<file path="config.mk">
export PLATFORM = sky130hd
export DESIGN_NAME = record_scan_predicate_filter_flat
export DESIGN_NICKNAME = d
export VERILOG_FILES = /design/src/design/rspf_pkg.sv /design/src/design/rspf_in_if.sv /design/src/design/rspf_out_if.sv /design/src/design/rspf_cfg_regs.sv /design/src/design/rspf_compare.sv /design/src/design/record_scan_predicate_filter.sv /design/src/flat_wrapper.sv
export VERILOG_INCLUDE_DIRS = /design/src /design/src/design
export SDC_FILE = /design/constraint.sdc
export NUM_CORES = 1
export LEC_CHECK = 0
export BUFFER_PORTS_ARGS = -buffer_cell sky130_fd_sc_hd__buf_4
export CORE_MARGIN = 5
export CORE_UTILIZATION = 49
export CTS_BUF_LIST = sky130_fd_sc_hd__clkbuf_4 sky130_fd_sc_hd__clkbuf_8
export DETAILED_ROUTE_END_ITERATION = 12
export GPL_TIMING_DRIVEN = 0
export HOLD_SLACK_MARGIN = 0.02
export PLACE_DENSITY_LB_ADDON = 0.3
export SYNTH_ARGS = -nofsm -noshare
export SYNTH_HDL_FRONTEND = slang
export SYNTH_SLANG_ARGS = --single-unit
</file>
<file path="constraint.sdc">
create_clock -name clk -period 7.1 [get_ports clk]
set_input_delay 1.065 -clock clk [delete_from_list [all_inputs] [get_ports clk]]
set_output_delay 1.065 -clock clk [all_outputs]
set_load 0.02 [all_outputs]
</file>
<file path="src/design/record_scan_predicate_filter_defines.svh">
// ----------------------------------------------------------------------------
// record scan predicate filter assertion macros
// shared macros for the concurrent checks in the top level
// ----------------------------------------------------------------------------
`ifndef RECORD_SCAN_PREDICATE_FILTER_DEFINES_SVH
`define RECORD_SCAN_PREDICATE_FILTER_DEFINES_SVH

// property that must hold on every clock edge outside reset
`define RSPF_ASSERT(label, prop, msg) \
  label: assert property (@(posedge clk) disable iff (!rst_n) (prop)) else $error(msg);

// property checked during reset too
`define RSPF_ASSERT_ALWAYS(label, prop, msg) \
  label: assert property (@(posedge clk) (prop)) else $error(msg);

`endif

</file>
<file path="src/design/rspf_pkg.sv">
// ----------------------------------------------------------------------------
// rspf_pkg
// shared types and constants of the record scan predicate filter
// ----------------------------------------------------------------------------
`default_nettype none
package rspf_pkg;

  localparam int MaxRecordBytesDef = 4096;
  localparam int FilterBytesDef    = 8;

  localparam logic [1:0] TYPE_STRING = 2'd0;
  localparam logic [1:0] TYPE_INT    = 2'd1;
  localparam logic [1:0] TYPE_FLOAT  = 2'd2;

  localparam logic [2:0] OP_LT  = 3'd0;
  localparam logic [2:0] OP_LTE = 3'd1;
  localparam logic [2:0] OP_EQ  = 3'd2;
  localparam logic [2:0] OP_GTE = 3'd3;
  localparam logic [2:0] OP_GT  = 3'd4;
  localparam logic [2:0] OP_NE  = 3'd5;

  localparam logic [1:0] SV_EQUAL   = 2'd0;
  localparam logic [1:0] SV_LESS    = 2'd1;
  localparam logic [1:0] SV_GREATER = 2'd2;

  localparam logic [2:0] REG_ENABLE = 3'd0;
  localparam logic [2:0] REG_OFFSET = 3'd1;
  localparam logic [2:0] REG_LENGTH = 3'd2;
  localparam logic [2:0] REG_TYPE   = 3'd3;
  localparam logic [2:0] REG_OP     = 3'd4;
  localparam logic [2:0] REG_FILTER = 3'd5;

  typedef struct packed {
    logic        filter_enable;
    logic [11:0] attr_offset;
    logic [3:0]  attr_length;
    logic [1:0]  attr_type;
    logic [2:0]  compare_op;
    logic [63:0] filter_value;
  } cfg_t;

  typedef struct packed {
    logic        match;
    logic        too_short;
  } result_t;

endpackage
`default_nettype wire

</file>
<file path="src/design/rspf_in_if.sv">
// ----------------------------------------------------------------------------
// rspf_in_if
// record byte channel: one byte word per handshake with a last-byte mark
// ----------------------------------------------------------------------------
`default_nettype none
interface rspf_in_if;
  logic       valid;
  logic       ready;
  logic [7:0] data_byte;
  logic       last_byte;
  modport source (output valid, output data_byte, output last_byte, input ready);
  modport sink (input valid, input data_byte, input last_byte, output ready);
endinterface
`default_nettype wire

</file>
<file path="src/design/rspf_out_if.sv">
// ----------------------------------------------------------------------------
// rspf_out_if
// result channel: one match word per record
// ----------------------------------------------------------------------------
`default_nettype none
interface rspf_out_if;
  logic valid;
  logic ready;
  logic match;
  logic too_short;
  modport source (output valid, output match, output too_short, input ready);
  modport sink (input valid, input match, input too_short, output ready);
endinterface
`default_nettype wire

</file>
<file path="src/design/rspf_cfg_regs.sv">
// ----------------------------------------------------------------------------
// rspf_cfg_regs
// apb register file holding the filter configuration
// ----------------------------------------------------------------------------
`default_nettype none
module rspf_cfg_regs (
  input  wire logic        clk,
  input  wire logic        rst_n,
  input  wire logic        cfg_psel,
  input  wire logic        cfg_penable,
  input  wire logic        cfg_pwrite,
  input  wire logic [5:0]  cfg_paddr,
  input  wire logic [63:0] cfg_pwdata,
  output logic [63:0]      cfg_prdata,
  output logic             cfg_pready,
  output rspf_pkg::cfg_t   cfg
);
  import rspf_pkg::*;

  cfg_t       cfg_r;
  logic       wr_en;
  logic [2:0] reg_idx;

  assign cfg_pready = 1'b1;
  assign wr_en      = cfg_psel && cfg_penable && cfg_pwrite;
  assign reg_idx    = cfg_paddr[5:3];
  assign cfg        = cfg_r;

  always_ff @(posedge clk) begin
    if (!rst_n) begin
      cfg_r.filter_enable <= 1'b0;
      cfg_r.attr_offset   <= 12'd0;
      cfg_r.attr_length   <= 4'd4;
      cfg_r.attr_type     <= TYPE_INT;
      cfg_r.compare_op    <= OP_EQ;
      cfg_r.filter_value  <= 64'd0;
    end else if (wr_en && cfg_paddr[2:0] == 3'd0) begin
      case (reg_idx)
        REG_ENABLE: cfg_r.filter_enable <= cfg_pwdata[0];
        REG_OFFSET: cfg_r.attr_offset   <= cfg_pwdata[11:0];
        REG_LENGTH: cfg_r.attr_length   <= cfg_pwdata[3:0];
        REG_TYPE:   cfg_r.attr_type     <= cfg_pwdata[1:0];
        REG_OP:     cfg_r.compare_op    <= cfg_pwdata[2:0];
        REG_FILTER: cfg_r.filter_value  <= cfg_pwdata;
        default: ;
      endcase
    end
  end

  always_comb begin
    cfg_prdata = 64'd0;
    case (reg_idx)
      REG_ENABLE: cfg_prdata = {63'd0, cfg_r.filter_enable};
      REG_OFFSET: cfg_prdata = {52'd0, cfg_r.attr_offset};
      REG_LENGTH: cfg_prdata = {60'd0, cfg_r.attr_length};
      REG_TYPE:   cfg_prdata = {62'd0, cfg_r.attr_type};
      REG_OP:     cfg_prdata = {61'd0, cfg_r.compare_op};
      REG_FILTER: cfg_prdata = cfg_r.filter_value;
      default:    cfg_prdata = 64'd0;
    endcase
  end
endmodule
`default_nettype wire

</file>
<file path="src/design/rspf_compare.sv">
// ----------------------------------------------------------------------------
// rspf_compare
// final predicate from captured attribute state and the operator
// ----------------------------------------------------------------------------
`default_nettype none
module rspf_compare (
  input  wire rspf_pkg::cfg_t cfg,
  input  wire logic [31:0]    attr_word,
  input  wire logic [1:0]     str_verdict,
  input  wire logic           too_short,
  output rspf_pkg::result_t   res
);
  import rspf_pkg::*;

  logic [31:0] fw;
  logic        lt, gt, un;
  logic        a_nan, b_nan, a_zero, b_zero, a_neg, b_neg;
  logic        mag_lt, mag_gt;
  logic        m;

  assign fw     = cfg.filter_value[31:0];
  assign a_nan  = (attr_word[30:23] == 8'hff) && (attr_word[22:0] != 23'd0);
  assign b_nan  = (fw[30:23] == 8'hff) && (fw[22:0] != 23'd0);
  assign a_zero = attr_word[30:0] == 31'd0;
  assign b_zero = fw[30:0] == 31'd0;
  assign a_neg  = attr_word[31];
  assign b_neg  = fw[31];
  assign mag_lt = attr_word[30:0] < fw[30:0];
  assign mag_gt = attr_word[30:0] > fw[30:0];

  always_comb begin
    lt = 1'b0;
    gt = 1'b0;
    un = 1'b0;
    case (cfg.attr_type)
      TYPE_STRING: begin
        lt = str_verdict == SV_LESS;
        gt = str_verdict == SV_GREATER;
      end
      TYPE_INT: begin
        lt = $signed(attr_word) < $signed(fw);
        gt = $signed(attr_word) > $signed(fw);
      end
      TYPE_FLOAT: begin
        if (a_nan || b_nan) begin
          un = 1'b1;
        end else if (a_zero && b_zero) begin
          lt = 1'b0;
        end else if (a_neg != b_neg) begin
          lt = a_neg;
          gt = b_neg;
        end else if (a_neg) begin
          lt = mag_gt;
          gt = mag_lt;
        end else begin
          lt = mag_lt;
          gt = mag_gt;
        end
      end
      default: ;
    endcase
  end

  always_comb begin
    case (cfg.compare_op)
      OP_LT:   m = !un && lt;
      OP_LTE:  m = !un && !gt;
      OP_EQ:   m = !un && !lt && !gt;
      OP_GTE:  m = !un && !lt;
      OP_GT:   m = !un && gt;
      OP_NE:   m = un || lt || gt;
      default: m = 1'b0;
    endcase
    if (!cfg.filter_enable) begin
      res.match     = 1'b1;
      res.too_short = 1'b0;
    end else if (too_short) begin
      res.match     = 1'b0;
      res.too_short = 1'b1;
    end else begin
      res.match     = m;
      res.too_short = 1'b0;
    end
  end
endmodule
`default_nettype wire

</file>
<file path="src/design/record_scan_predicate_filter.sv">
// ----------------------------------------------------------------------------
// record_scan_predicate_filter
// per-record predicate match over a byte stream
// ----------------------------------------------------------------------------
// Takes one record byte per cycle, back to back, unless the result stalls,
// and gives one match word per record in the cycle after the last byte is
// taken. Each accepted byte updates the record state (position, captured
// attribute bytes, running string verdict); on the last byte the compare
// logic forms the verdict into the result register. A new byte is accepted
// whenever the result register is empty or being drained.
`default_nettype none
`include "record_scan_predicate_filter_defines.svh"
module record_scan_predicate_filter #(
  parameter int MAX_RECORD_BYTES = rspf_pkg::MaxRecordBytesDef,
  parameter int FILTER_BYTES     = rspf_pkg::FilterBytesDef
) (
  input  wire logic        clk,
  input  wire logic        rst_n,
  rspf_in_if.sink          in_ch,
  rspf_out_if.source       out_ch,
  input  wire logic        cfg_psel,
  input  wire logic        cfg_penable,
  input  wire logic        cfg_pwrite,
  input  wire logic [5:0]  cfg_paddr,
  input  wire logic [63:0] cfg_pwdata,
  output logic [63:0]      cfg_prdata,
  output logic             cfg_pready
);
  import rspf_pkg::*;

  localparam int PW = $clog2(MAX_RECORD_BYTES + 1) + 1;
  localparam int EW = (PW > 13) ? PW : 13;

  cfg_t        cfg;
  result_t     res;
  logic [PW-1:0] pos_r, pos_nxt;
  logic [31:0] word_r, word_nxt;
  logic [1:0]  verd_r, verd_nxt;
  logic        stop_r, stop_nxt;
  logic        ovalid_r;
  logic [1:0]  odata_r;
  logic        acc;
  logic [3:0]  win_len;
  logic [EW-1:0] p_ext, off_ext, end_ext, idx;
  logic        in_win, short_rec;
  logic [7:0]  fbyte;
  logic [7:0]  b;

  rspf_cfg_regs u_cfg (
    .clk, .rst_n, .cfg_psel, .cfg_penable, .cfg_pwrite, .cfg_paddr,
    .cfg_pwdata, .cfg_prdata, .cfg_pready, .cfg
  );

  assign in_ch.ready      = !ovalid_r || out_ch.ready;
  assign acc              = in_ch.valid && in_ch.ready;
  assign out_ch.valid     = ovalid_r;
  assign out_ch.match     = odata_r[1];
  assign out_ch.too_short = odata_r[0];
  assign b                = in_ch.data_byte;

  always_comb begin
    if (cfg.attr_type == TYPE_INT || cfg.attr_type == TYPE_FLOAT) begin
      win_len = 4'd4;
    end else if (cfg.attr_length == 4'd0) begin
      win_len = 4'd1;
    end else if (32'(cfg.attr_length) > FILTER_BYTES) begin
      win_len = 4'(FILTER_BYTES);
    end else begin
      win_len = cfg.attr_length;
    end
  end

  assign p_ext   = EW'(pos_r);
  assign off_ext = EW'(cfg.attr_offset);
  assign end_ext = off_ext + EW'(win_len);
  assign idx     = p_ext - off_ext;
  assign in_win  = (p_ext >= off_ext) && (p_ext < end_ext);
  assign fbyte   = cfg.filter_value[8*idx[2:0] +: 8];
  assign short_rec = (end_ext > p_ext + EW'(1)) || (end_ext > EW'(MAX_RECORD_BYTES));

  always_comb begin
    word_nxt = word_r;
    verd_nxt = verd_r;
    stop_nxt = stop_r;
    pos_nxt  = pos_r;
    if (in_win) begin
      if (cfg.attr_type == TYPE_STRING) begin
        if (!stop_r && idx < EW'(FILTER_BYTES)) begin
          if (b != fbyte) begin
            verd_nxt = (b < fbyte) ? SV_LESS : SV_GREATER;
            stop_nxt = 1'b1;
          end else if (b == 8'd0) begin
            stop_nxt = 1'b1;
          end
        end
      end else if (idx < EW'(4)) begin
        word_nxt = word_r | (32'(b) << (8 * idx[1:0]));
      end
    end
    if (p_ext < EW'(MAX_RECORD_BYTES)) begin
      pos_nxt = pos_r + PW'(1);
    end
  end

  rspf_compare u_cmp (
    .cfg, .attr_word(word_nxt), .str_verdict(verd_nxt), .too_short(short_rec), .res
  );

  always_ff @(posedge clk) begin
    if (!rst_n) begin
      pos_r    <= '0;
      word_r   <= '0;
      verd_r   <= SV_EQUAL;
      stop_r   <= 1'b0;
      ovalid_r <= 1'b0;
    end else begin
      if (out_ch.ready) begin
        ovalid_r <= 1'b0;
      end
      if (acc) begin
        if (in_ch.last_byte) begin
          pos_r    <= '0;
          word_r   <= '0;
          verd_r   <= SV_EQUAL;
          stop_r   <= 1'b0;
          ovalid_r <= 1'b1;
        end else begin
          pos_r  <= pos_nxt;
          word_r <= word_nxt;
          verd_r <= verd_nxt;
          stop_r <= stop_nxt;
        end
      end
    end
  end

  always_ff @(posedge clk) begin
    if (acc && in_ch.last_byte) begin
      odata_r <= {res.match, res.too_short};
    end
  end

  `RSPF_ASSERT(a_short_no_match, out_ch.valid |-> !(out_ch.match && out_ch.too_short),
    "too-short record reported as match")
  `RSPF_ASSERT(a_pos_cleared, $past(acc && in_ch.last_byte) |-> pos_r == '0,
    "position not cleared after record end")
  `RSPF_ASSERT(a_stall_hold, (out_ch.valid && !out_ch.ready) |-> !in_ch.ready,
    "input taken while result stalled")
  `RSPF_ASSERT_ALWAYS(a_reset_empty, !rst_n |=> !out_ch.valid,
    "result valid after reset")
endmodule
`default_nettype wire
</file>
<file path="src/flat_wrapper.sv">
// flat-port wrapper written by rule: the top's interface ports become plain ports
module record_scan_predicate_filter_flat import rspf_pkg::*;
#(
  parameter int MAX_RECORD_BYTES = rspf_pkg::MaxRecordBytesDef,
  parameter int FILTER_BYTES     = rspf_pkg::FilterBytesDef
)
  (clk, rst_n, cfg_psel, cfg_penable, cfg_pwrite, cfg_paddr, cfg_pwdata, cfg_prdata, cfg_pready, in_ch_valid, in_ch_data_byte, in_ch_last_byte, in_ch_ready, out_ch_valid, out_ch_match, out_ch_too_short, out_ch_ready);
  rspf_in_if in_ch_i ();
  rspf_out_if out_ch_i ();
  input  wire logic clk;
  input  wire logic rst_n;
  input  wire logic cfg_psel;
  input  wire logic cfg_penable;
  input  wire logic cfg_pwrite;
  input  wire logic [5:0] cfg_paddr;
  input  wire logic [63:0] cfg_pwdata;
  output logic [63:0] cfg_prdata;
  output logic cfg_pready;
  input wire logic [$bits(in_ch_i.valid)-1:0] in_ch_valid;
  input wire logic [$bits(in_ch_i.data_byte)-1:0] in_ch_data_byte;
  input wire logic [$bits(in_ch_i.last_byte)-1:0] in_ch_last_byte;
  output wire logic [$bits(in_ch_i.ready)-1:0] in_ch_ready;
  output wire logic [$bits(out_ch_i.valid)-1:0] out_ch_valid;
  output wire logic [$bits(out_ch_i.match)-1:0] out_ch_match;
  output wire logic [$bits(out_ch_i.too_short)-1:0] out_ch_too_short;
  input wire logic [$bits(out_ch_i.ready)-1:0] out_ch_ready;
  assign in_ch_i.valid = in_ch_valid;
  assign in_ch_i.data_byte = in_ch_data_byte;
  assign in_ch_i.last_byte = in_ch_last_byte;
  assign in_ch_ready = in_ch_i.ready;
  assign out_ch_valid = out_ch_i.valid;
  assign out_ch_match = out_ch_i.match;
  assign out_ch_too_short = out_ch_i.too_short;
  assign out_ch_i.ready = out_ch_ready;
  record_scan_predicate_filter #(.MAX_RECORD_BYTES(MAX_RECORD_BYTES), .FILTER_BYTES(FILTER_BYTES)) u_core (.clk(clk), .rst_n(rst_n), .in_ch(in_ch_i), .out_ch(out_ch_i), .cfg_psel(cfg_psel), .cfg_penable(cfg_penable), .cfg_pwrite(cfg_pwrite), .cfg_paddr(cfg_paddr), .cfg_pwdata(cfg_pwdata), .cfg_prdata(cfg_prdata), .cfg_pready(cfg_pready));
endmodule
</file>
# Word-level counts from Yosys, hierarchy flattened
# Index checks and enable logic that the tools add are counted.
[op_classes]
magnitude_cmp = 13
n_eq_ne = 18
addsub = 3
bitwise = 1
n_mux = 39
shifts = 2
n_reduce_logical = 49
[ops]
columns = ["operator", "count"]
rows = [
  ["$pmux 64 s6", 1],
  ["$mux 32", 4],
  ["$shiftx 64x7->8", 1],
  ["$logic_not 31->1", 2],
  ["$reduce_bool 23->1", 2],
  ["$gt 32x32->1", 1],
  ["$lt 32x32->1", 1],
  ["$or 32x32->32", 1],
  ["$shl 8x5->32", 1],
  ["$gt 31x31->1", 1],
  ["$lt 31x31->1", 1],
  ["$mux 14", 2],
  ["$mux 1", 19],
  ["$eq 8x8->1 const B", 2],
  ["$logic_and 1x1->1", 15],
  ["$add 14x1->14 const B", 1],
  ["$ge 14x12->1", 1],
  ["$gt 14x13->1 const B", 1],
  ["$gt 14x14->1", 1],
  ["$lt 14x13->1 const B", 1],
  ["$lt 14x14->1", 1],
  ["$lt 14x3->1 const B", 1],
  ["$lt 14x4->1 const B", 1],
  ["$mux 2", 7],
  ["other kinds (24)", 56],
]
[word_totals]
in_bits = 86
out_inout_bits = 69
reg_bits = 138
wordCells = 137

# Depth between registers and ports, before layout
# Gate-level depths: netlist of the first run.
[depth]
depth_word = 19
mapped_depth = 34
ltp_nobuf = 33

# Modules after synthesis
# A second synthesis of the first run with hierarchy kept.
[hier_totals]
hier_cells = 1249
hier_area_um2 = 10231.1
[modules_own_cells]
columns = ["mod", "instances", "seq_area_each_um2", "cells_per_inst", "area_each_um2"]
rows = [
  ["record_scan_predicate_filter", 1, 1061.0, 599, 4854.7],
  ["rspf_cfg_regs", 1, 1721.7, 454, 4013.8],
  ["rspf_compare", 1, 0.0, 196, 1362.6],
]

# Worst setup path before layout of the first run
# OpenSTA, ideal clock, no wires.
[synth_timing]
path_type = "register to register"
start = "reg u_core.u_cfg.cfg_r (netlist bit u_core.u_cfg.cfg[67])"
end = "reg u_core.odata_r[1] (data pin)"
setup_time_ns = 0.157
setup_slack_ns = 0.010
synth_period_minus_slack_ns = 7.090
arrival_time_ns = 6.933
path_stages_with_launch = 35
t_required_ns = 6.943
path_buffers = 1
cell_sequence = "dfxtp_1 inv_1 ha_1 nor3b_1 ha_1 a211o_1 a21oi_1 nor2_1 xnor2_1 inv_1 ha_1 and3_1 a211oi_1 and3_1 o311ai_0 a211oi_1 and2_4 buf_6 nand2_1 nor4_1 a21o_1 ha_1 a21o_1 a21oi_1 nor2b_1 a211oi_1 o211ai_1 a31o_2 o21ai_0 nand2_1 a32oi_1 o41ai_2 a311o_1 o2bb2ai_1 o221ai_2"
[synth_via]
elab_chain_cells = 18
word_cells_on_any_way = 52
classes_between = "add/sub: 1; order compare: 7; eq/ne: 6; mux: 19; reduce/logical: 19"
[synth_rtl]
columns = ["element", "line_no", "rtl"]
rows = [
  ["start, declared", "rspf_cfg_regs.sv:20", "cfg_t cfg_r;"],
  ["$eq 2x1->1 / $eq 2x2->1 (equally long branches)", "rspf_compare.sv:35, record_scan_predicate_filter.sv:62", ""],
  ["$logic_or 1x1->1", "record_scan_predicate_filter.sv:62", "if (cfg.attr_type == TYPE_INT || cfg.attr_type == TYPE_FLOAT) begin"],
  ["$mux 4", "record_scan_predicate_filter.sv:62", ""],
  ["$add 12x4->13", "record_scan_predicate_filter.sv:75", "assign end_ext = off_ext + EW'(win_len);"],
  ["$lt 14x14->1", "record_scan_predicate_filter.sv:77", "assign in_win = (p_ext >= off_ext) && (p_ext < end_ext);"],
  ["$logic_and 1x1->1", "record_scan_predicate_filter.sv:77", ""],
  ["$mux 32", "record_scan_predicate_filter.sv:86", "if (in_win) begin"],
  ["$lt 31x31->1 / $gt 31x31->1 (equally long branches)", "rspf_compare.sv:28, rspf_compare.sv:29", ""],
  ["[2 not listed]", "-", ""],
  ["$mux 1", "rspf_compare.sv:47", "end else if (a_zero && b_zero) begin"],
  ["$mux 1", "rspf_compare.sv:45", "if (a_nan || b_nan) begin"],
  ["$pmux 1 s3", "rspf_compare.sv:35", "case (cfg.attr_type)"],
  ["$logic_not 1->1", "rspf_compare.sv:68, rspf_compare.sv:69", ""],
  ["$logic_and 1x1->1", "rspf_compare.sv:68, rspf_compare.sv:69", ""],
  ["$logic_and 1x1->1", "rspf_compare.sv:68", "OP_EQ: m = !un && !lt && !gt;"],
  ["$pmux 1 s6", "rspf_compare.sv:65", "case (cfg.compare_op)"],
  ["$mux 2 *", "rspf_compare.sv:77", "end else if (too_short) begin"],
  ["end signal, assigned", "record_scan_predicate_filter.sv:139", "odata_r <= {res.match, res.too_short};"],
  ["end, declared", "record_scan_predicate_filter.sv:41", "logic [1:0] odata_r;"],
]
# Mark *: on every way between the ends. The rest lies on a longest branch, timed or not.
# A chain may end at the register's enable or synchronous reset.

# Worst setup path in the final report of the first run
[layout_timing]
start = "reg u_core.u_cfg.cfg_r (netlist bit u_core.u_cfg.cfg[68])"
end = "reg u_core.odata_r[1] (data pin)"
# The elaborated chain is that of the path after synthesis.

==> results.md, run 1 <==
* Clock Path Buffers at 2
* Internal at 0.001223 W
* First-pass GRT wire length at 53680 um
* Core area at 20230 um^2
* Leading area contributor after synthesis: dfxtp_1
* Worst slew pin tran at 1.195 ns
* # rows at 52
* Setup violators final at 0
* Avg Cell Area, Syn at approximately 8 um^2
* Asr flop ratio synth at 0
* Iteration-0 DRC Markers at between 900 and 1000
* TritonCTS clock tree: done
* Number of synthesized register bits at 138
* Share of cells above drive strength 1 at 0.1946
* Mapped Area at 10050 um^2
* Vias at around 10000
* Layout Utilization at 0.6093
* N_diodes at 0
* Worst EP arrival at 7.30 ns
* Routability Congestion at around 0.95
* Final clock period utilization by the worst path at 0.9840
* Post-synth EDFFs at 2
* Area contributors post-synth: dfxtp_1, ha_1, nand2_1
* ANT nets after route at 0
* DRC at 0
* Crit start category: flop
* Setup ws final at 0.1137 ns
* Comb pwr share at 0.175
* Final net count at approximately 1600
* CP peak stage delay at 0.36 ns
* Layout area overhead at 22.67%
* Setup TNS at 0 ns
* Fin. max-slew vios at 0
* Worst-skew pair later-pin latency at 0.48 ns
* Power share of the clock group at 0.385
* Required @ worst endpoint at 7.41 ns
* Worst Path Max Fanout at 8
* Most common cell after layout, fill and taps aside: nand2_1
* Chip width at 153.2 um
* Sink Count at 138
* Cell mode on critical path: buf_4
* Die Ht at 153.2 um
* Reg power frac at 0.440
* Port Buffer Count at around 150
* Hold Vio Cnt, Final at 0
* Fmax at 143.1 MHz
* Max Cap Viol at 0
* WL/cell at 20.16 um
* Final Critical Period at 6.986 ns
* Non-Filler Instances at 1719
* VDD IR max at roughly 0.12 mV
* Status: completed
* Top-area cell type share of the netlist area at 0.2709
* First-pass DRT Iterations at 5
* Final HPWL DP at 26480 um
* Placed Instance Area at 11530 um^2
* Cells after synthesis at 1248
* RSZ-0062 raised after global routing: true
* Vias per cell at 5.999
* Top_reg_cell synth: dfxtp_1
* Worst rel slew slack at 0.2010
* CP Capture Type: flop
* GRT Overall Usage at 0.2850
* Clock root buffer master: clkbuf_8
* Psw at 0.0005626 W
* Clk_skew at 0.01505 ns
* Most frequent cells in the layout: nand2_1, buf_4, dfxtp_1
* CP max stage cell: dfxtp_2
* # H-tree levels at 4
* Inst Count DP at about 1700
* Die area at about 23000 um^2
* PD cells at ~140 nW/um^2
* Synth warn at 0
* Sequential share of the synthesized area at 0.2769
* Leak at around 5.7 nW
* Overflow after GRT at 0
* HP Class: flop to flop
* Clock slew at reported path FFs at 0.10 ns
* Post-synthesis net count at roughly 1400
* Worst setup slack after placement at -1.426 ns
* Post-route cell area at 12330 um^2
* Initial antenna violation count at 0
* Largest net degree at the start of global routing at 17
* Total Routed Length at about 35000 um
* Vias in the first global route at roughly 10000
* Initial Util at 0.4967
* Switching Fraction at 0.3151
* Netlist cell types at 82
* # IOs at 155
* Critical path class: flop to flop
* CTS buffer count at 17
==> kinds of logic (layout without fill, tap and decap cells) <==
logic type / after synthesis / in the layout / synth area share
muxes: 49 / 49 / 0.06910
DFF: 138 / 138 / 0.2769
and+or+nand+nor: 488 / 488 / 0.2382
buffers and inverters: 148 / 349 / 0.05702
AOI/OAI and AO/OA: 313 / 313 / 0.2270
other: 1 / 1 / 0.0003731
adders and majority gates: 86 / 86 / 0.1083
xor gates and xnor gates: 25 / 25 / 0.02316
==> synthesized netlist by cell type (9+ instances only) <==
cell      number
nand2_1      206
dfxtp_1      136
ha_1          83
a21boi_0      82
inv_1         79
and3_1        61
nor2_1        59
clkbuf_1      57
o21ai_0       48
a21o_1        41
a21oi_1       36
mux2i_1       30
o211a_1       23
nand3_1       21
nand4_1       21
nor2b_1       19
nor3_1        19
nor4_1        19
mux4_2        16
nand2b_1      16
xnor2_1       16
and2_1        15
o21a_1         9
==> per-layer routing <==
metal	vias to the layer above	global-route usage	wire (um)
met5	-	0	0
met4	0	0.1162	1389
met3	108	0.05655	3122
met2	544	0.4482	15400
met1	4806	0.3842	14740
li1	4855	-	-
==> flip-flops by register name (all words and copies together), names as in the netlist <==
signal	flops
u_core.odata_r	2
u_core.out_ch.valid	1
u_core.p_ext	14
u_core.stop_r	1
u_core.u_cfg.cfg	86
u_core.verd_r	2
u_core.word_r	32
==> power by group through the flow <==
stage	clock, W	combinational, W	sequential [W]
floorplan	0	0.000169	0.000803
global placement	0	0.000268	0.000803
detailed placement	0	0.000272	0.000803
CTS	0.000694	0.000285	0.000785
global route	0.000730	0.000334	0.000786
finish	0.000688	0.000312	0.000785
==> final timing paths <==
check,start,endpoint,slack [ns],cells after the start
hold / removal,u_core.stop_r$_SDFFE_PN0P_,u_core.stop_r$_SDFFE_PN0P_,0.48,2
setup / recovery,u_core.u_cfg.cfg[68]$_SDFFE_PN0P_,u_core.odata_r[1]$_SDFFCE_PN1P_,0.11,35
hold reg to reg,u_core.stop_r$_SDFFE_PN0P_,u_core.stop_r$_SDFFE_PN0P_,0.48,2
setup reg to reg,u_core.u_cfg.cfg[68]$_SDFFE_PN0P_,u_core.odata_r[1]$_SDFFCE_PN1P_,0.11,35
==> layout make-up <==
type	count	area, um^2
buffer	68	272.8
clock buffer	17	234.0
clock inverter	15	177.7
fill	1845	7906
inverter	79	299.0
multi-input combinational	962	6945
sequential	138	2785
tap	270	337.8
timing repair buffer	170	1276
==> worst max-delay path: cells and delay by family (launching register included) <==
kind / cells / cell delay (ns)
fa+ha+maj: 4 / 0.88
xor+xnor: 1 / 0.18
simple gates: 8 / 1.44
buf+inv: 7 / 0.83
flops: 1 / 0.36
compound gates: 15 / 3.13
==> timing repair <==
item                                    CTS  global route
hold buffers                              0             0
endpoints found under the setup margin    1             1
setup buffers                             7            11
gates resized for setup                  31            28
pin swaps                                12            26
==> per-stage QoR <==
step,total power [W],hold WS (ns)
detailed placement,0.001076,0.4448
global placement,0.001071,0.4449
CTS,0.001765,0.4655
floorplan,0.0009714,0.4280
finish,0.001785,0.4783
global route,0.001850,0.4966
(Power assumes the default switching activity.)
==> run 2, diff against run 1 <==
Settings changed: CORE_UTILIZATION 49 to 54, RECOVER_POWER set to 50.
==> run 2 against run 1 <==
Against the previous run:
- cell count decreased by 2.0%
- worst setup slack improved by 0.059 ns
- power increased by 3.7%
==> results.md, run 2 (same netlist as run 1, synthesis figures left out) <==
* Fmax at 144.4 MHz (was 143.1 MHz)
* Worst-skew pair later-pin latency at 0.48 ns (about the same)
* WL/cell at 20.50 um (was 20.16 um)
* # H-tree levels at 4 (unchanged)
* Max Cap Viol at 0 (unchanged)
* Port Buffer Count at 151 (unchanged)
* Worst slew pin tran at 1.140 ns (was 1.195 ns)
* Share of cells above drive strength 1 at 0.1952 (was 0.1946)
* Overflow after GRT at 0 (unchanged)
* CTS buffer count at 17 (unchanged)
* PD cells at 149.5 nW/um^2 (was 144.8 nW/um^2)
* Clock Path Buffers at 2 (unchanged)
* Initial antenna violation count at 0 (unchanged)
* Setup ws final at 0.1729 ns (was 0.1137 ns)
* Final hold slack at 0.4836 ns (was 0.4783 ns)
* Die Ht at 146.4 um (was 153.2 um)
* HP Class: flop to flop (unchanged)
* TritonCTS clock tree: done (unchanged)
* CP max stage cell: a311o_1 (was dfxtp_2)
* Final net count at 1613 (was 1607)
* Final HPWL DP at 26270 um (was 26480 um)
* Required @ worst endpoint at 7.40 ns (was 7.41 ns)
* Most common cell after layout, fill and taps aside: nand2_1 (unchanged)
* Chip width at 146.4 um (was 153.2 um)
* Status: completed (unchanged)
* Leak at 5.710 nW (was 5.705 nW)
* DRC at 0 (unchanged)
* Number of flip-flops in the largest register at 86 (unchanged)
* Vias at 10470 (was 10310)
* ANT nets after route at 0 (unchanged)
* Crit start category: flop (unchanged)
* Critical path class: flop to flop (unchanged)
* CP peak stage delay at 0.39 ns (was 0.36 ns)
* Final Critical Period at 6.927 ns (was 6.986 ns)
* Cell mode on critical path: buf_4 (unchanged)
* CP Capture Type: flop (unchanged)
* Layout area overhead at 23.26% (was 22.67%)
* Worst setup slack after placement at -1.560 ns (was -1.426 ns)
* Reg power frac at 0.424 (was 0.440)
* Switching Fraction at 0.2892 (was 0.3151)
* Routability Congestion at 0.9578 (was 0.9450)
* Fin. max-slew vios at 0 (unchanged)
* Clock slew at reported path FFs at 0.09 ns (was 0.10 ns)
* Most frequent cells in the layout: nand2_1, buf_4, dfxtp_1 (unchanged)
* Vias per cell at 6.216 (was 5.999)
* First-pass GRT wire length at 53700 um (was 53680 um)
* Iteration-0 DRC Markers at 1162 (was 910)
* Worst Path Max Fanout at 7 (was 8)
* Post-CTS Hold Fix Bufs at 0 (unchanged)
* Layout Utilization at 0.6826 (was 0.6093)
* Comb pwr share at 0.171 (was 0.175)
* Sink Count at 138 (unchanged)
* # rows at 49 (was 52)
* N_diodes at 0 (unchanged)
* VDD IR max at 0.1164 mV (was 0.1239 mV)
* Die area at 21440 um^2 (was 23470 um^2)
* Clock root buffer master: clkbuf_8 (unchanged)
* Worst EP arrival at 7.23 ns (was 7.30 ns)
* Total Routed Length at 34530 um (was 34650 um)
* Psw at 0.0005355 W (was 0.0005626 W)
* Core area at 18150 um^2 (was 20230 um^2)
* Vias in the first global route at 10160 (was 9921)
* Clk_skew at 0.01947 ns (was 0.01505 ns)
* Setup violators final at 0 (unchanged)
* Internal at 0.001316 W (was 0.001223 W)
* Final clock period utilization by the worst path at 0.9756 (was 0.9840)
* Largest net degree at the start of global routing at 17 (unchanged)
* GRT Overall Usage at 0.3104 (was 0.2850)
* Power share of the clock group at 0.405 (was 0.385)
* Initial Util at 0.5538 (was 0.4967)
* Worst rel slew slack at 0.2375 (was 0.2010)
* First-pass DRT Iterations at 6 (was 5)
* Hold Vio Cnt, Final at 0 (unchanged)
* # IOs at 155 (unchanged)
## run 2: layout make-up
type	instances	area (um^2)
fill	1487	5761
buffer	68	269.0
inverter	79	296.5
sequential	138	2788
tap	229	286.5
timing repair buffer	176	1303
clock inverter	15	211.5
clock buffer	17	234.0
multi-input combinational	962	6999
## run 2: path summary, 6_finish.rpt
kind	start	end	slack, ns	depth (start not counted)
worst max-delay path	u_core.u_cfg.cfg[68]$_SDFFE_PN0P_	u_core.odata_r[1]$_SDFFCE_PN1P_	0.17	35
worst min-delay path	u_core.word_r[31]$_SDFFE_PN0P_	u_core.word_r[31]$_SDFFE_PN0P_	0.48	2
worst min register to register	u_core.word_r[31]$_SDFFE_PN0P_	u_core.word_r[31]$_SDFFE_PN0P_	0.48	2
worst max register to register	u_core.u_cfg.cfg[68]$_SDFFE_PN0P_	u_core.odata_r[1]$_SDFFCE_PN1P_	0.17	35
## run 2: layer usage
layer / global-route usage / share of wire / vias up
li1: - / - / 4855
met1: 0.3988 / 0.40 / 4853
met2: 0.5082 / 0.46 / 652
met3: 0.07530 / 0.10 / 108
met4: 0.1138 / 0.036 / 0
met5: 0 / 0 / -
## run 2: metrics by stage
step	cells	TNS (ns)	power (W)	instance area, um^2
2_1_floorplan	1248	0	0.0009714	10050
3_3_place_gp	1628	-1.568	0.001067	11470
3_5_place_dp	1628	-1.560	0.001073	11470
4_1_cts	1667	0	0.001810	12070
5_1_grt	1684	-0.09961	0.001902	12390
6_report	1684	0	0.001852	12390
## run 2: power by group through the flow
stage               Sequential, W  Combinational [W]  Clock (W)
global route             0.000786           0.000340   0.000776
finish                   0.000785           0.000317   0.000750
global placement         0.000803           0.000264          0
detailed placement       0.000803           0.000269          0
floorplan                0.000803           0.000169          0
CTS                      0.000785           0.000280   0.000745
## run 2: critical path, delay by kind of cell, from the launching register on
kind	cells	cell delay, ns
buffers and inverters	4	0.56
AO/OA/AOI/OAI	15	2.82
AND/OR/NAND/NOR	11	1.77
XOR/XNOR	1	0.21
adder cells (fa/ha/maj)	4	0.99
flip-flops	1	0.38
## run 2: what timing repair did
item	4_1_cts	5_1_grt
buffers inserted	7	18
gates cloned	0	0
endpoints found under the setup margin	1	1
resized for setup	23	35
pin swaps	6	29
==> run 3, diff against run 2 <==
Settings changed: BUFFER_PORTS_ARGS -buffer_cell sky130_fd_sc_hd__buf_4 to unset, CORE_UTILIZATION 54 to 56, DONT_BUFFER_PORTS set to 1.
==> run 3 against run 2 <==
Against the previous run:
- cell count is 9.1% lower
- power is 7.4% lower
- via count is 6.9% lower
- clock-buffer cell count is 1 higher
- sequential share of layout area is 2.4 points higher
- critical path depth stayed put
- first-iteration DRC count is 19% lower
- combinational power is 15% lower
- core utilization is 5.6 points lower
- largest cell class unchanged
- largest power group unchanged
==> results.md, run 3 (same netlist as run 1, synthesis figures left out) <==
* Final HPWL DP at 25020 um (was 26270 um)
* Total Routed Length at 32980 um (was 34530 um)
* Number of flip-flops in the largest register at 86 (unchanged)
* Final clock period utilization by the worst path at 0.9785 (was 0.9756)
* Critical path class: flop to flop (unchanged)
* CP max stage cell: dfxtp_4 (was a311o_1)
* Crit start category: flop (unchanged)
* Final Critical Period at 6.947 ns (was 6.927 ns)
* Reg power frac at 0.458 (was 0.424)
* Vias at 9748 (was 10470)
* Max Cap Viol at 0 (unchanged)
* GRT Overall Usage at 0.3156 (was 0.3104)
* N_diodes at 0 (unchanged)
* Fin. max-slew vios at 0 (unchanged)
* Die area at 20720 um^2 (was 21440 um^2)
* Inst Count DP at 1477 (was 1628)
* Non-Filler Instances at 1531 (was 1684)
* R2R Setup Slk at 0.15 ns (was 0.17 ns)
* Clock Path Buffers at 2 (unchanged)
* ANT nets after route at 0 (unchanged)
* First-pass GRT wire length at 51120 um (was 53700 um)
* Vias in the first global route at 9463 (was 10160)
* Post-CTS Hold Fix Bufs at 0 (unchanged)
* Min-Delay Endpoint: u_core.stop_r$_SDFFE_PN0P_ (was u_core.word_r[31]$_SDFFE_PN0P_)
* PD cells at 153.2 nW/um^2 (was 149.5 nW/um^2)
* Vias per cell at 6.367 (was 6.216)
* Die Ht at 144.0 um (was 146.4 um)
* Routability Congestion at 0.9540 (was 0.9578)
* Power share of the clock group at 0.385 (was 0.405)
* Final net count at 1460 (was 1613)
* Sink Count at 138 (unchanged)
* Clk_skew at 0.01249 ns (was 0.01947 ns)
* Layout Utilization at 0.6270 (was 0.6826)
* CP peak stage delay at 0.39 ns (about the same)
* Status: completed (unchanged)
* Psw at 0.0005404 W (was 0.0005355 W)
* CP Capture Type: flop (unchanged)
* Core area at 17840 um^2 (was 18150 um^2)
* Most common cell after layout, fill and taps aside: nand2_1 (unchanged)
* Worst EP arrival at 7.24 ns (was 7.23 ns)
* Largest net degree at the start of global routing at 17 (unchanged)
* Setup violators final at 0 (unchanged)
* Crit Reg-Reg Startpoint: u_core.u_cfg.cfg[68]$_SDFFE_PN0P_ (unchanged)
* Most frequent cells in the layout: nand2_1, dfxtp_1, a21boi_0 (was nand2_1, buf_4, dfxtp_1)
* Internal at 0.001173 W (was 0.001316 W)
* Worst Path Max Fanout at 8 (was 7)
* FF-to-FF End: u_core.odata_r[1]$_SDFFCE_PN1P_ (unchanged)
* Overflow after GRT at 0 (unchanged)
* # IOs at 155 (unchanged)
* Leak at 4.956 nW (was 5.710 nW)
* Pwr Total at 0.001714 W (was 0.001852 W)
* Share of cells above drive strength 1 at 0.1037 (was 0.1952)
* Comb pwr share at 0.157 (was 0.171)
* Hold Vio Cnt, Final at 0 (unchanged)
* Hold path startpoint: u_core.stop_r$_SDFFE_PN0P_ (was u_core.word_r[31]$_SDFFE_PN0P_)
* Clock slew at reported path FFs at 0.09 ns (about the same)
* Switching Fraction at 0.3153 (was 0.2892)
* Initial Util at 0.5633 (was 0.5538)
* # rows at 49 (unchanged)
* Worst-skew pair later-pin latency at 0.46 ns (was 0.48 ns)
* CTS buffer count at 17 (unchanged)
* Fmax at 143.9 MHz (was 144.4 MHz)
* TritonCTS clock tree: done (unchanged)
* Worst Hold Depth at 2 (unchanged)
* Chip width at 144.0 um (was 146.4 um)
* Reg2Reg Depth at 35 (unchanged)
* # H-tree levels at 4 (unchanged)
* Worst slew pin tran at 1.161 ns (was 1.140 ns)
* Initial antenna violation count at 0 (unchanged)
* Layout area overhead at 11.30% (was 23.26%)
* Worst rel slew slack at 0.2237 (was 0.2375)
* DRC at 0 (unchanged)
* WL/cell at 21.54 um (was 20.50 um)
* HP Class: flop to flop (unchanged)
* First-pass DRT Iterations at 6 (unchanged)
* Iteration-0 DRC Markers at 938 (was 1162)
* VDD IR max at 0.2157 mV (was 0.1164 mV)
* Clock root buffer master: clkbuf_8 (unchanged)
* Port Buffer Count at 0 (was 151)
* Cell mode on critical path: a211oi_2 (was buf_4)
* Required @ worst endpoint at 7.39 ns (was 7.40 ns)
## run 3: worst max path at each step
stage / startpoint / to / slack [ns] / depth (start not counted)
2_1_floorplan: u_core.u_cfg.cfg[67]$_SDFFE_PN1P_ / u_core.odata_r[1]$_SDFFCE_PN1P_ / 0.01 / 34
3_3_place_gp: u_core.u_cfg.cfg[67]$_SDFFE_PN1P_ / u_core.odata_r[1]$_SDFFCE_PN1P_ / -1.59 / 34
3_5_place_dp: u_core.u_cfg.cfg[67]$_SDFFE_PN1P_ / u_core.odata_r[1]$_SDFFCE_PN1P_ / -1.68 / 34
4_1_cts: u_core.u_cfg.cfg[67]$_SDFFE_PN1P_ / u_core.odata_r[1]$_SDFFCE_PN1P_ / 0.003 / 35
5_1_grt: u_core.u_cfg.cfg[68]$_SDFFE_PN0P_ / u_core.odata_r[1]$_SDFFCE_PN1P_ / -0.05 / 34
6_report: u_core.u_cfg.cfg[68]$_SDFFE_PN0P_ / u_core.odata_r[1]$_SDFFCE_PN1P_ / 0.15 / 35
## run 3: critical path: cells and delay by family (launching register included)
| family | cells | cell delay, ns |
|---|---|---|
| compound gates | 18 | 3.29 |
| simple gates | 8 | 1.50 |
| fa+ha+maj | 4 | 0.96 |
| buf+inv | 4 | 0.41 |
| flops | 1 | 0.39 |
| xor+xnor | 1 | 0.18 |
## run 3: repair_timing
item                                    4_1_cts  5_1_grt
endpoints found under the hold margin         0        0
buffers inserted                              9       15
pin swaps                                    11       37
endpoints found under the setup margin        1        1
gates resized for setup                      29       37
gates cloned                                  0        0
## run 3: layer usage
metal | vias up | global-route usage | wire [um]
met5 | - | 0 | 0
met2 | 477 | 0.5044 | 14960
li1 | 4577 | - | -
met4 | 0 | 0.1338 | 1572
met1 | 4568 | 0.3975 | 13110
met3 | 126 | 0.09285 | 3336
## run 3: stage by stage
step                hold slack, ns  area (um^2)  worst slack [ns]  TNS [ns]
floorplan                   0.4280        10050          0.009538         0
global placement            0.4375        10340            -1.587    -1.587
detailed placement          0.4638        10340            -1.685    -1.685
CTS                         0.4800        10930          0.002695         0
global route                0.5194        11190          -0.05178  -0.05178
finish                      0.4729        11190            0.1529         0
## run 3: layout make-up
| cell class | instances | area [um^2] |
|---|---|---|
| sequential | 138 | 2790 |
| multi-input combinational | 962 | 6970 |
| buffer | 68 | 276.5 |
| fill | 1520 | 6655 |
| timing repair buffer | 23 | 172.7 |
| tap | 229 | 286.5 |
| inverter | 79 | 301.5 |
| clock buffer | 18 | 247.7 |
| clock inverter | 14 | 140.1 |
## run 3: power by group through the flow
| stage | registers (W) | logic (W) | clock network [W] |
|---|---|---|---|
| 2_1_floorplan | 0.000803 | 0.000169 | 0 |
| 3_3_place_gp | 0.000804 | 0.000216 | 0 |
| 3_5_place_dp | 0.000804 | 0.000221 | 0 |
| 4_1_cts | 0.000786 | 0.000242 | 0.000660 |
| 5_1_grt | 0.000786 | 0.000290 | 0.000700 |
| 6_report | 0.000786 | 0.000269 | 0.000659 |
